===== src/design/sfla_pkg.sv =====
package sfla_pkg;

  // Allocator geometry
  localparam int SIZE_CLASSES = 64;
  localparam int STACK_DEPTH  = 16;
  localparam int CHUNK_LOG2   = 8;

  // Field widths
  localparam int COUNT_W = 32;
  localparam int ESIZE_W = 13;
  localparam int ADDR_W  = 46;
  localparam int ARENA_W = 47;

  // Derived widths
  localparam int PROD_W    = COUNT_W + ESIZE_W;
  localparam int CLS_W     = PROD_W + 1 - CHUNK_LOG2;
  localparam int CLS_AW    = (SIZE_CLASSES > 1) ? $clog2(SIZE_CLASSES) : 1;
  localparam int CNT_W     = $clog2(STACK_DEPTH + 1);
  localparam int ENT_DEPTH = SIZE_CLASSES * STACK_DEPTH;
  localparam int ENT_AW    = (ENT_DEPTH > 1) ? $clog2(ENT_DEPTH) : 1;

  localparam logic [ARENA_W-1:0] ARENA_RESET = ARENA_W'(1) << ADDR_W;

  typedef enum logic [2:0] {
    ST_NEW     = 3'd0,
    ST_REUSED  = 3'd1,
    ST_NOSPACE = 3'd2,
    ST_FREED   = 3'd3,
    ST_NULL    = 3'd4,
    ST_DROPPED = 3'd5
  } status_t;

endpackage


===== src/design/sfla_size.sv =====
module sfla_size
  import sfla_pkg::*;
(
  input  logic [COUNT_W-1:0] element_count,
  input  logic [ESIZE_W-1:0] element_size,
  output logic [CLS_W-1:0]   size_class
);

  logic [PROD_W-1:0] bytes;
  logic [PROD_W:0]   bytes_up;

  // Take the request size and round up to whole chunks
  assign bytes      = PROD_W'(element_count) * PROD_W'(element_size);
  assign bytes_up   = {1'b0, bytes} + (PROD_W + 1)'((1 << CHUNK_LOG2) - 1);
  assign size_class = bytes_up[PROD_W:CHUNK_LOG2];

endmodule


===== config.mk =====
export PLATFORM = sky130hd
export DESIGN_NAME = sfla_size
export DESIGN_NICKNAME = d
export VERILOG_FILES = /design/src/design/sfla_pkg.sv /design/src/design/sfla_size.sv
export SDC_FILE = /design/constraint.sdc
export NUM_CORES = 1
export LEC_CHECK = 0
export BUFFER_PORTS_ARGS = -buffer_cell sky130_fd_sc_hd__buf_2
export CELL_PAD_IN_SITES_DETAIL_PLACEMENT = 1
export CELL_PAD_IN_SITES_GLOBAL_PLACEMENT = 2
export CORE_MARGIN = 2
export CORE_UTILIZATION = 41
export DETAILED_ROUTE_END_ITERATION = 8
export PLACE_DENSITY = 0.88
export SYNTH_ARGS = -nofsm -noshare
export SYNTH_HDL_FRONTEND = slang
export SYNTH_SLANG_ARGS = --single-unit

===== constraint.sdc =====
create_clock -name vclk -period 5.85
set_input_delay 0.2925 -clock vclk [all_inputs]
set_output_delay 0.2925 -clock vclk [all_outputs]
set_load 0.02 [all_outputs]

# [Yosys cells after proc, flatten, opt, wreduce, memory -nomap -nowiden]
# Cells that the tools add are included.
[classes] n_addsub=1 mul=1
[op_table] cell="adder 45 x 8 -> 46 bit (second input constant)" count=1
[op_table] cell="multiplier 32 x 13 -> 45 bit" count=1
[word_totals] ff_bits=0 inputBits=45 out_inout_bits=38 elab_cells=2

# [Longest topological paths before layout]
[logic_depth] depth_word=2 ltp_mapped=22 mapped_depth_nobuf=21

# [Worst setup path before layout]
# No wires, ideal clock.
[synth_timing] kind="in2out" from="input element_size[1]" to="output size_class[32]" arrival_ps=5500 required_ps=5558 path_slack_ps=58 stages=22 n_path_buf=2 cell_sequence="clkbuf_1 > and2_1 > fa_1 > inv_1 > fa_1 > inv_1 > fa_1 > fa_1 > inv_1 > fa_1 > inv_1 > ha_1 > ha_1 > buf_2 > a21oi_1 > o21ai_1 > nor2_1 > nand4_1 > a31oi_2 > o21ai_2 > and4_1 > nor3_1"
[synth_between] elab_chain_cells=2
[synth_lines] item="start, declared" line="sfla_size.sv:5" text="input logic [ESIZE_W-1:0] element_size,"
[synth_lines] item="multiplier 32 x 13 -> 45 bit" line="sfla_size.sv:13" text="assign bytes = PROD_W'(element_count) * PROD_W'(element_size);"
[synth_lines] item="adder 45 x 8 -> 46 bit" line="sfla_size.sv:14" text="assign bytes_up = {1'b0, bytes} + (PROD_W + 1)'((1 << CHUNK_LOG2) - 1);"
[synth_lines] item="end, declared" line="sfla_size.sv:6" text="output logic [CLS_W-1:0] size_class"
# Every way passes these cells.

# [Worst setup path in the final report]
[layout_timing] from="input element_size[3]" to="output size_class[30]"
# The elaborated chain is that of the path after synthesis.

==> impl_metrics.json <==
{
  "critPathSlowestCell": "fa_1",
  "final_common_cell": "fa_1",
  "dieArea_sq_um": 34100,
  "vias": 11800,
  "ioPinCount": 83,
  "max_freq_mhz": 161,
  "min_period_ps": 6230,
  "crit_path_end": "size_class[30]",
  "grt_antenna_before_repair": 0,
  "cp-startpoint": "element_size[3]",
  "hpwlAfterDp_mm": 36.9,
  "nets": 2316,
  "totalWireLength_mm": 50.1,
  "seq_cells": 0,
  "antenna_cells": 0,
  "synth_top_area_cell": "fa_1",
  "ys_warn_count": 0,
  "cp_cell_sequence": "buf_12 > buf_12 > buf_4 > and2_4 > fa_1 > inv_1 > fa_1 > inv_2 > fa_1 > fa_1 > fa_1 > ha_4 > ha_4 > and3_4 > and2_4 > o21ai_2 > nand3_2 > a31oi_2 > buf_6 > buf_6 > o21ai_4 > a311oi_2 > xnor2_1 > buf_2",
  "synth.top_cells.by_area": "fa_1 (50%), ha_1 (12%), inv_1 (8.5%), and2_1 (8.2%), nand2_1 (7.9%)",
  "fin_crit_sh": 1.06,
  "setup_ws_ps": -378,
  "cp_num_cells": 24,
  "hold_path.class": "input pin to primary output",
  "die_w_um": 185,
  "cp_top_family": "adder cells",
  "synth_area_sq_um": 13400,
  "slew_headroom": 0.747,
  "grt-ovfl-total": 0,
  "avgViaCountPerCell": 5.27,
  "start_util": 0.414,
  "startpoint_type": "input pin",
  "syn2layout_area_growth_pct": 33.4,
  "cp_common_cell": "fa_1",
  "die_h_um": 185,
  "synth.top_cell.area_share": 0.500,
  "synth_cell_types": 51,
  "syn-num-nets": 2037,
  "cp-end-kind": "primary output",
  "seq_area_frac_synth": 0,
  "layout_common_cells": "fa_1 (326), inv_1 (290), nand2_1 (279)",
  "grt_max_degree": 27,
  "rsz0062_at_grt": "yes",
  "grt_pass1_vias": 13800,
  "core_sq_um": 32300,
  "seqCellArea_sq_um": 0,
  "worst_slew_pin_slew_ps": 378,
  "setup_viol": 21,
  "violations": "setup timing",
  "syn_area_per_cell_sq_um": 8.74,
  "std_cell_rows": 66,
  "cp.arrival_ps": 5940,
  "grt_first_pass_wirelength_mm": 73.8,
  "nFillCells": 3627,
  "cp_max_fo": 6,
  "gp_congestion": 0.889,
  "drive_above_1_share": 0.285,
  "outcome": "finished with violations",
  "critPathRequiredTime_ps": 5560,
  "post-route-drc-count": 0,
  "track_usage": 0.282,
  "maxCapViolations": 0,
  "maxSlewViolCount": 0,
  "synth_cells": 1529,
  "multi_input_area_sq_um": 12900,
  "final_cells": 2248,
  "antenna_left": 0,
  "dr.pass1.iters": 5,
  "io_buffers": 83,
  "drtIter0Drc": 555,
  "place_inst": 2197,
  "crit_type": "input pin to primary output",
  "critPathBufInv": 8,
  "routedWlPerCell_um": 22.3,
  "slowest_delay_ps": 550,
  "nClkBuffers": 0,
  "hold_viol_final": 0
}
-- worst min path at each step --
stage,startpoint,endpoint,cells past startpoint
floorplan,element_size[0],size_class[0],4
global placement,element_size[0],size_class[0],6
detailed placement,element_size[0],size_class[0],6
CTS,element_size[0],size_class[0],6
global route,element_size[0],size_class[0],6
finish,element_size[0],size_class[0],6
-- synthesized netlist by cell type (all sizes together) (11+ instances only) --
cell type / n
ha: 129
fa: 334
nand2: 281
clkbuf: 80
nor3: 11
nor2: 29
o21ai: 14
xnor2: 23
inv: 301
and2: 178
a21oi: 41
a21o: 14
-- per-layer routing --
layer	up-vias	share of wire	wire length, um	global-route usage
li1	5116	-	-	-
met4	0	0.049	2430	0.0922
met3	147	0.047	2380	0.0379
met1	6199	0.38	19200	0.335
met2	385	0.52	26100	0.523
met5	-	0	0	0
-- per-stage QoR --
step,hold slack (ps),cell area [sq um],TNS [ps],worst slack [ps],util
2_1_floorplan,1060,13400,0,57.8,-
3_3_place_gp,1500,15900,-8580,-562,0.493
3_5_place_dp,1500,15900,-11840,-696,0.493
4_1_cts,1510,17000,-1060,-182,0.527
5_1_grt,1580,17800,-8040,-511,0.552
6_report,1510,17800,-3800,-378,0.552
-- final cells by class --
| cell class | count | share of cell area |
|---|---|---|
| repair buffers | 359 | 0.180 |
| inverters | 301 | 0.0634 |
| multi-input cells | 1146 | 0.726 |
| well taps | 442 | 0.0310 |
-- logic make-up (layout without fill, tap and decap cells) --
logic type	count (synthesis)	after routing	share of synthesized area
AND/OR/NAND/NOR	540	540	0.194
adder cells (fa/ha/maj)	463	463	0.621
multiplexers	2	2	0.00159
AO/OA/AOI/OAI	109	109	0.0552
buffers and inverters	383	660	0.108
XOR/XNOR	32	32	0.0210
-- worst min-delay path: stages --
cell,delay (ps)
buf_2,220
nand4_1,190
a21oi_1,90
a21oi_1,170
xnor2_1,90
buf_2,160
-- what timing repair did --
item                                    CTS  global route
buffers inserted                         32            17
pin swaps                                69            65
endpoints found under the setup margin   30            30
gates resized for setup                 168           145
hold buffers                              0             0
cloned                                    4             4
Power is not shown: default switching activity piles up to over one toggle a cycle in this logic, so the estimate is an artifact.
