--- config.mk ---
export PLATFORM = sky130hd
export DESIGN_NAME = sfla_ram
export DESIGN_NICKNAME = d
export VERILOG_FILES = /design/src/design/sfla_ram.sv
export SDC_FILE = /design/constraint.sdc
export NUM_CORES = 1
export LEC_CHECK = 0
export CAP_MARGIN = 25
export CELL_PAD_IN_SITES_DETAIL_PLACEMENT = 0
export CELL_PAD_IN_SITES_GLOBAL_PLACEMENT = 1
export CORE_MARGIN = 2
export CORE_UTILIZATION = 52
export CTS_BUF_LIST = sky130_fd_sc_hd__clkbuf_8
export DETAILED_ROUTE_END_ITERATION = 12
export DONT_BUFFER_PORTS = 1
export GPL_ROUTABILITY_DRIVEN = 0
export PLACE_DENSITY_LB_ADDON = 0.1
export SLEW_MARGIN = 15
export SYNTH_ARGS = -nofsm -noshare
export SYNTH_HDL_FRONTEND = slang
export SYNTH_SLANG_ARGS = --single-unit
--- constraint.sdc ---
create_clock -name clk -period 1.83 [get_ports clk]
set_clock_uncertainty 0.15 [all_clocks]
set_input_delay 0.366 -clock clk [delete_from_list [all_inputs] [get_ports clk]]
set_output_delay 0.366 -clock clk [all_outputs]
set_load 0.01 [all_outputs]
--- src/design/sfla_ram.sv ---
module sfla_ram #(
  parameter int WIDTH = 8,
  parameter int DEPTH = 16
) (
  input  logic                                      clk,
  input  logic                                      we,
  input  logic [((DEPTH > 1) ? $clog2(DEPTH) : 1)-1:0] waddr,
  input  logic [WIDTH-1:0]                          wdata,
  input  logic                                      re,
  input  logic [((DEPTH > 1) ? $clog2(DEPTH) : 1)-1:0] raddr,
  output logic [WIDTH-1:0]                          rdata
);

  logic [WIDTH-1:0] mem [DEPTH];

  // Write port, and read port with registered data held between reads
  always_ff @(posedge clk) begin
    if (we) begin
      mem[waddr] <= wdata;
    end
    if (re) begin
      rdata <= mem[raddr];
    end
  end

endmodule

Word-level counts from Yosys, hierarchy flattened
Memories as Yosys holds them, arrays and structs flattened. A register that Yosys moved wholly into a read port is not among the register bits.
Cells that the tools add are included.
{"block": "word_totals", "ff_bits": 0, "latchBits": 0, "mem_bits_rw": 128, "romBits": 0, "input_bits": 19, "out_inout_bits": 8, "wordCells": 3, "mem_count": 1}
{"block": "classes", "addsub": 0, "multipliers": 0, "n_div": 0, "n_lt_le_gt_ge": 0, "eq_ne": 0, "n_shift": 0, "n_mux": 2, "bitwise": 0, "reduce_logical": 0}
{"name": "mem", "words": 16, "word_bits": 8, "rd": 1, "rd_clocked_by_memory_dff": 1, "wr": 1, "line": "14", "source": "logic [WIDTH-1:0] mem [DEPTH];"}
{"op": "$mux 1", "n": 2}

Depth between registers and ports, before layout
Gate-level depths: netlist (run 1).
{"block": "logic_depth", "ltp_word": 2, "depth_mapped": 5}

Least setup slack after synthesis (run 1)
Ideal clock, no wire load.
{"block": "synth_timing", "path_kind": "input-to-reg", "startpoint": "input port waddr[2] (netlist name)", "endpoint": "memory mem[0][0], enable pin", "setup_time_ps": 383, "t_arrival_ps": 1476, "required_time_ps": 1297, "slack_ps": -179, "path_stages": 2, "cell_sequence": "or3b_2 > nor3_1"}
{"element": "start: declaration", "line": "7", "source": "input logic [((DEPTH > 1) ? $clog2(DEPTH) : 1)-1:0] waddr,"}
{"element": "end: declaration", "line": "14"}
No word-level cell before the write port.

==> impl_metrics.yaml, run 1 <==
run_status:
  status: "finished, final reports clean"
power_and_ir_drop:
  p_leak_nw: 1.96
  power_frac_comb_pct: 4.0
  internal_power_mw: 5.12
  peakVddDrop_uv: 490
  powerDensity_nw_per_um2: 1070
  pwr-share-seq_pct: 55.2
  power_frac_clock_pct: 40.8
  sw_frac_of_total_pct: 20.1
  power.switching_mw: 1.29
floorplanning:
  die_area_um2: 10900
  ios: 27
  std_cell_rows: 36
  die_w_um: 104
  die_h_um: 104
  initial_core_util_pct: 53.5
  core_um2: 9770
critical_path:
  critPathMaxFanout: 1
  max_stage_delay_ps: 500
  path_class: "flop to flop"
  cp-start-kind: "flop"
  critical_path_required_ps: 1830
  setup.worst_path.end_class: "flop"
  crit_path_cell_trace: "mux4_2, a22oi_1, nand2_1"
  worstPathArrival_ps: 1720
  critical-path-slowest-cell: "mux4_2"
global_routing:
  grt_pass1_vias: 2513
  grt_pass1_wl_mm: 15.8
  grt_usage_pct: 20.7
  grt_max_degree: 33
  antenna_found_initial: 1
  overflow: 0
cts:
  path_clk_slew_ps: 80
  numCtsBuffers: 17
  htreeDepth: 4
  clock-sinks: 136
  cts_resized: 0
  cts_max_path_buffers: 2
  cts_hold_buf: 9
  clock-root-buffer: "clkbuf_8"
  insertion_delay_ps: 420
  cts_setup_buffers: 0
  cts_tree: "done"
cells_and_area:
  fin_nets: 284
  syn_to_final_growth_pct: 14.3
  final_area_um2: 5970
  drive_above_1_share_pct: 24.8
  n_fill_cell: 691
synth:
  synth_cell_types: 18
  mappedNetlistArea_um2: 5230
  synth_most_common_cell: "edfxtp_1"
  ys_top_cells_by_area: "edfxtp_1, mux4_2, mux4_1"
  synth_common_cells: "edfxtp_1, mux4_2, a22oi_1, mux4_1, nor2_1"
  yosysWarnings: 0
  synth.ff_latch_count: 136
  post_synth.cell_area_avg_um2: 22.8
  synth-seq-area-share_pct: 78.1
  synth_top_cell_by_area: "edfxtp_1"
  postSynthCellCount: 229
  synth_edf_count: 136
  synthesis.nets: 248
  synth.top_cell.area_share_pct: 78.1
  synth_ff_type: "edfxtp_1"
  async_reset_ff_share_pct: 0
timing:
  period_share_pct: 93.7
  hold_viol: 0
  setup_violations: 0
  setup_tns_ps: 0
  fmax_mhz: 583
  slew_viol_final: 0
  relSlewSlack_pct: 51.8
  rsz0062_at_grt: "false"
  worst_pin_slew_ps: 720
  post-route-min-period_ps: 1710
routing:
  via_per_inst: 5.92
  wirelength_mm: 10.3
  drt_iter0_markers: 186
  firstDrtPassIters: 4
  wl_per_cell_um: 25.0
  vias: 2437
  ant_nets: 0
  route.detailed.drc: 0
min_path:
  hold_path.class: "input port to flop"
flow_run:
  cap_violations: 0
placement:
  hpwl_mm: 6.53
  portBuffers: 0
  placed_area_um2: 5450
worst max-delay path: cells and delay by family (launching register included):
kind	cells	cell delay (ps)
muxes	1	500
AOI/OAI and AO/OA	1	290
DFF	1	370
and+or+nand+nor	1	140
cell type report:
type                    instances  area [um^2]  share of cell area, %
multi-input cells              83         1060                   17.8
well taps                     133          166                   2.79
diodes                          1         2.50                 0.0419
repair buffers                 27          225                   3.77
clock inverters                15          200                   3.35
flip-flops and latches        136         4080                   68.4
clock buffers                  17          234                   3.92
kinds of logic after synthesis:
group	Yosys count	share of synthesized area [%]
mux	32	14.8
buf+inv	10	1.65
compound gates	16	2.30
flops	136	78.1
simple gates	35	3.14
power by group through the flow:
stage	Sequential [mW]	Combinational (mW)	Clock (mW)
after CTS	3.54	0.259	2.67
after floorplan	3.60	0.177	0
after global routing	3.54	0.279	2.80
after global placement	3.61	0.193	0
after detailed placement	3.61	0.197	0
final	3.54	0.258	2.61
per-stage QoR:
stage	hold slack, ps	std cells	utilization, %	power [mW]	setup WS (ps)
floorplan	315	229	-	3.77	31.6
global placement	316	370	55.7	3.80	65.3
detailed placement	316	370	55.7	3.81	83.6
CTS	141	411	61.1	6.47	96.6
global route	139	411	61.1	6.62	34.1
finish	168	412	61.1	6.41	115
flip-flops by register name (all words and copies together) (netlist names):
name,cells
mem,128
rdata,8
path summary, 6_finish.rpt:
check / slack, ps / start / depth (start not counted) / to
worst max-delay path: 120 / mem[11][6] / 3 / rdata[6]
worst min-delay path: 170 / waddr[1] / 2 / mem[0][3]
worst max register to register: 120 / mem[11][6] / 3 / rdata[6]
worst min register to register: 610 / mem[14][2] / 3 / rdata[2]
metal layers:
| layer | vias up | track usage, % | part of all wire (%) |
|---|---|---|---|
| met3 | 11 | 5.26 | 6.4 |
| li1 | 1053 | - | - |
| met1 | 1281 | 30.1 | 43 |
| met4 | 0 | 8.78 | 1.3 |
| met2 | 92 | 30.4 | 49 |
| met5 | - | 0 | 0 |
placed cells by master (no fill, tap or decap), drive strengths merged, types with 2 or more instances in the layout:
master       instances
edfxtp             136
mux4                32
buf                 18
clkbuf              17
a22oi               16
nor2                13
nand2                9
dlygate4sd3          9
bufinv               4
nor3                 4
inv                  4
clkinv               4
clkinvlp             3
nand3b               2
nand2b               2
No activity file was read; power rests on OpenSTA's default activity.
==> run 2, diff against run 1 <==
==> config.mk (replaced) <==
export PLATFORM = sky130hd
export DESIGN_NAME = sfla_ram
export DESIGN_NICKNAME = d
export VERILOG_FILES = /design/src/design/sfla_ram.sv
export SDC_FILE = /design/constraint.sdc
export NUM_CORES = 1
export LEC_CHECK = 0
export CAP_MARGIN = 25
export CORE_MARGIN = 2
export CORE_UTILIZATION = 55
export CTS_BUF_LIST = sky130_fd_sc_hd__clkbuf_8
export DETAILED_ROUTE_END_ITERATION = 12
export DONT_BUFFER_PORTS = 1
export GPL_ROUTABILITY_DRIVEN = 0
export PLACE_DENSITY = 0.73
export SLEW_MARGIN = 15
export SYNTH_ARGS = -nofsm -noshare
export SYNTH_HDL_FRONTEND = slang
export SYNTH_SLANG_ARGS = --single-unit
==> impl_metrics.yaml, run 2 (synthesized netlist as in run 1, its figures left out) <==
cells_and_area:
  top_regs: "mem (128), rdata (8)"
  drive_above_1_share_pct: 24.5
  final_area_um2: 6030
  final_cell_mix: "edfxtp_1, mux4_2, clkbuf_8, buf_4, a22oi_1"
  largest_register_ff_count: 128
  syn_to_final_growth_pct: 15.4
  final_common_cell: "edfxtp_1"
  largest_register: "mem"
  diodes: 0
  fin_nets: 283
run_status:
  status: "finished, final reports clean"
critical_path:
  critPathMaxFanout: 1
  worstSetupStartpoint: "mem[1][3]"
  critical-path-top-delay-family: "multiplexers"
  max_stage_delay_ps: 540
  crit_path_cell_trace: "mux4_1, a22oi_1, nand2_1"
  cp_num_buf_inv: 0
  reg2reg_from: "mem[1][3]"
  rr_endpoint: "rdata[3]"
  path_class: "flop to flop"
  worstPathArrival_ps: 1740
  critical-path-slowest-cell: "mux4_1"
  critical_path_required_ps: 1860
  reg2reg_depth: 3
  setup.worst_path.end_class: "flop"
  r2r_slack_ps: 120
  cp-start-kind: "flop"
global_routing:
  grt_pass1_wl_mm: 14.7
  overflow: 0
  grt_usage_pct: 21.2
  antenna_found_initial: 0
  grt_pass1_vias: 2440
  grt_max_degree: 33
cts:
  htreeDepth: 4
  clock-root-buffer: "clkbuf_8"
  clock-sinks: 136
  cts_tree: "done"
  insertion_delay_ps: 430
  cts_setup_buffers: 0
  cts_max_path_buffers: 2
  cts_hold_buf: 9
  path_clk_slew_ps: 70
  numCtsBuffers: 17
  cts_resized: 0
power_and_ir_drop:
  peakVddDrop_uv: 509
  p_leak_nw: 1.98
  powerDensity_nw_per_um2: 1130
floorplanning:
  core_um2: 9240
  die_h_um: 101
  ios: 27
  die_w_um: 101
  std_cell_rows: 35
  die_area_um2: 10300
  initial_core_util_pct: 56.6
placement:
  placed_area_um2: 5440
  portBuffers: 0
  hpwl_mm: 5.86
timing:
  period_share_pct: 93.6
  fmax_mhz: 584
  post-route-min-period_ps: 1710
  setup_violations: 0
  slew_viol_final: 0
  rsz0062_at_grt: "false"
  setup_tns_ps: 0
  worst_pin_slew_ps: 660
  hold_viol: 0
  relSlewSlack_pct: 55.9
routing:
  drt_iter0_markers: 230
  wirelength_mm: 9.69
  route.detailed.drc: 0
  firstDrtPassIters: 5
  wl_per_cell_um: 23.9
  via_per_inst: 5.99
  ant_nets: 0
  vias: 2433
min_path:
  hold_path.class: "input port to flop"
  hp-start: "waddr[1]"
  hold_path_end: "mem[0][6]"
  holdPathStages: 2
flow_run:
  cap_violations: 0
==> run 2: worst reg2reg max path: stages, from the launching register on <==
cell and delay [ps]:
edfxtp_1 370, mux4_1 540, a22oi_1 320, nand2_1 90
==> run 2: worst max path at each step <==
stage / endpoint / slack (ps) / cells after the start
6_report: rdata[3] / 120 / 3
5_1_grt: rdata[3] / 60 / 3
4_1_cts: rdata[3] / 120 / 3
3_5_place_dp: rdata[5] / 100 / 3
3_3_place_gp: rdata[5] / 120 / 3
2_1_floorplan: rdata[1] / 30 / 5
==> run 2: report_power, final <==
group          internal, mW  switching, mW
logic                 0.120          0.129
registers              3.51         0.0274
clock network          1.91           1.14
total                  5.53           1.30
==> run 2: final cells by class <==
cell class	count	area, um^2
sequential	136	4080
fill	583	3210
multi-input combinational	83	1060
clock inverter	15	273
clock buffer	17	234
timing repair buffer	26	218
tap	129	161
==> run 2: per-stage QoR <==
| step | std cells | total power [mW] | worst slack (ps) | hold WS (ps) | utilization (%) |
|---|---|---|---|---|---|
| floorplan | 229 | 3.77 | 31.6 | 315 | - |
| global placement | 365 | 3.79 | 117 | 316 | 58.8 |
| detailed placement | 365 | 3.80 | 104 | 316 | 58.8 |
| CTS | 406 | 6.89 | 123 | 113 | 65.3 |
| global route | 406 | 7.01 | 58.6 | 136 | 65.3 |
| finish | 406 | 6.83 | 116 | 150 | 65.3 |
==> run 2: metal layers <==
layer  part of all wire [%]  wire length, um  GRT usage [%]
met2                     50             4850           32.8
met3                    7.1              686           5.31
met4                    1.4              136           7.80
met1                     42             4030           30.1
met5                      0                0              0
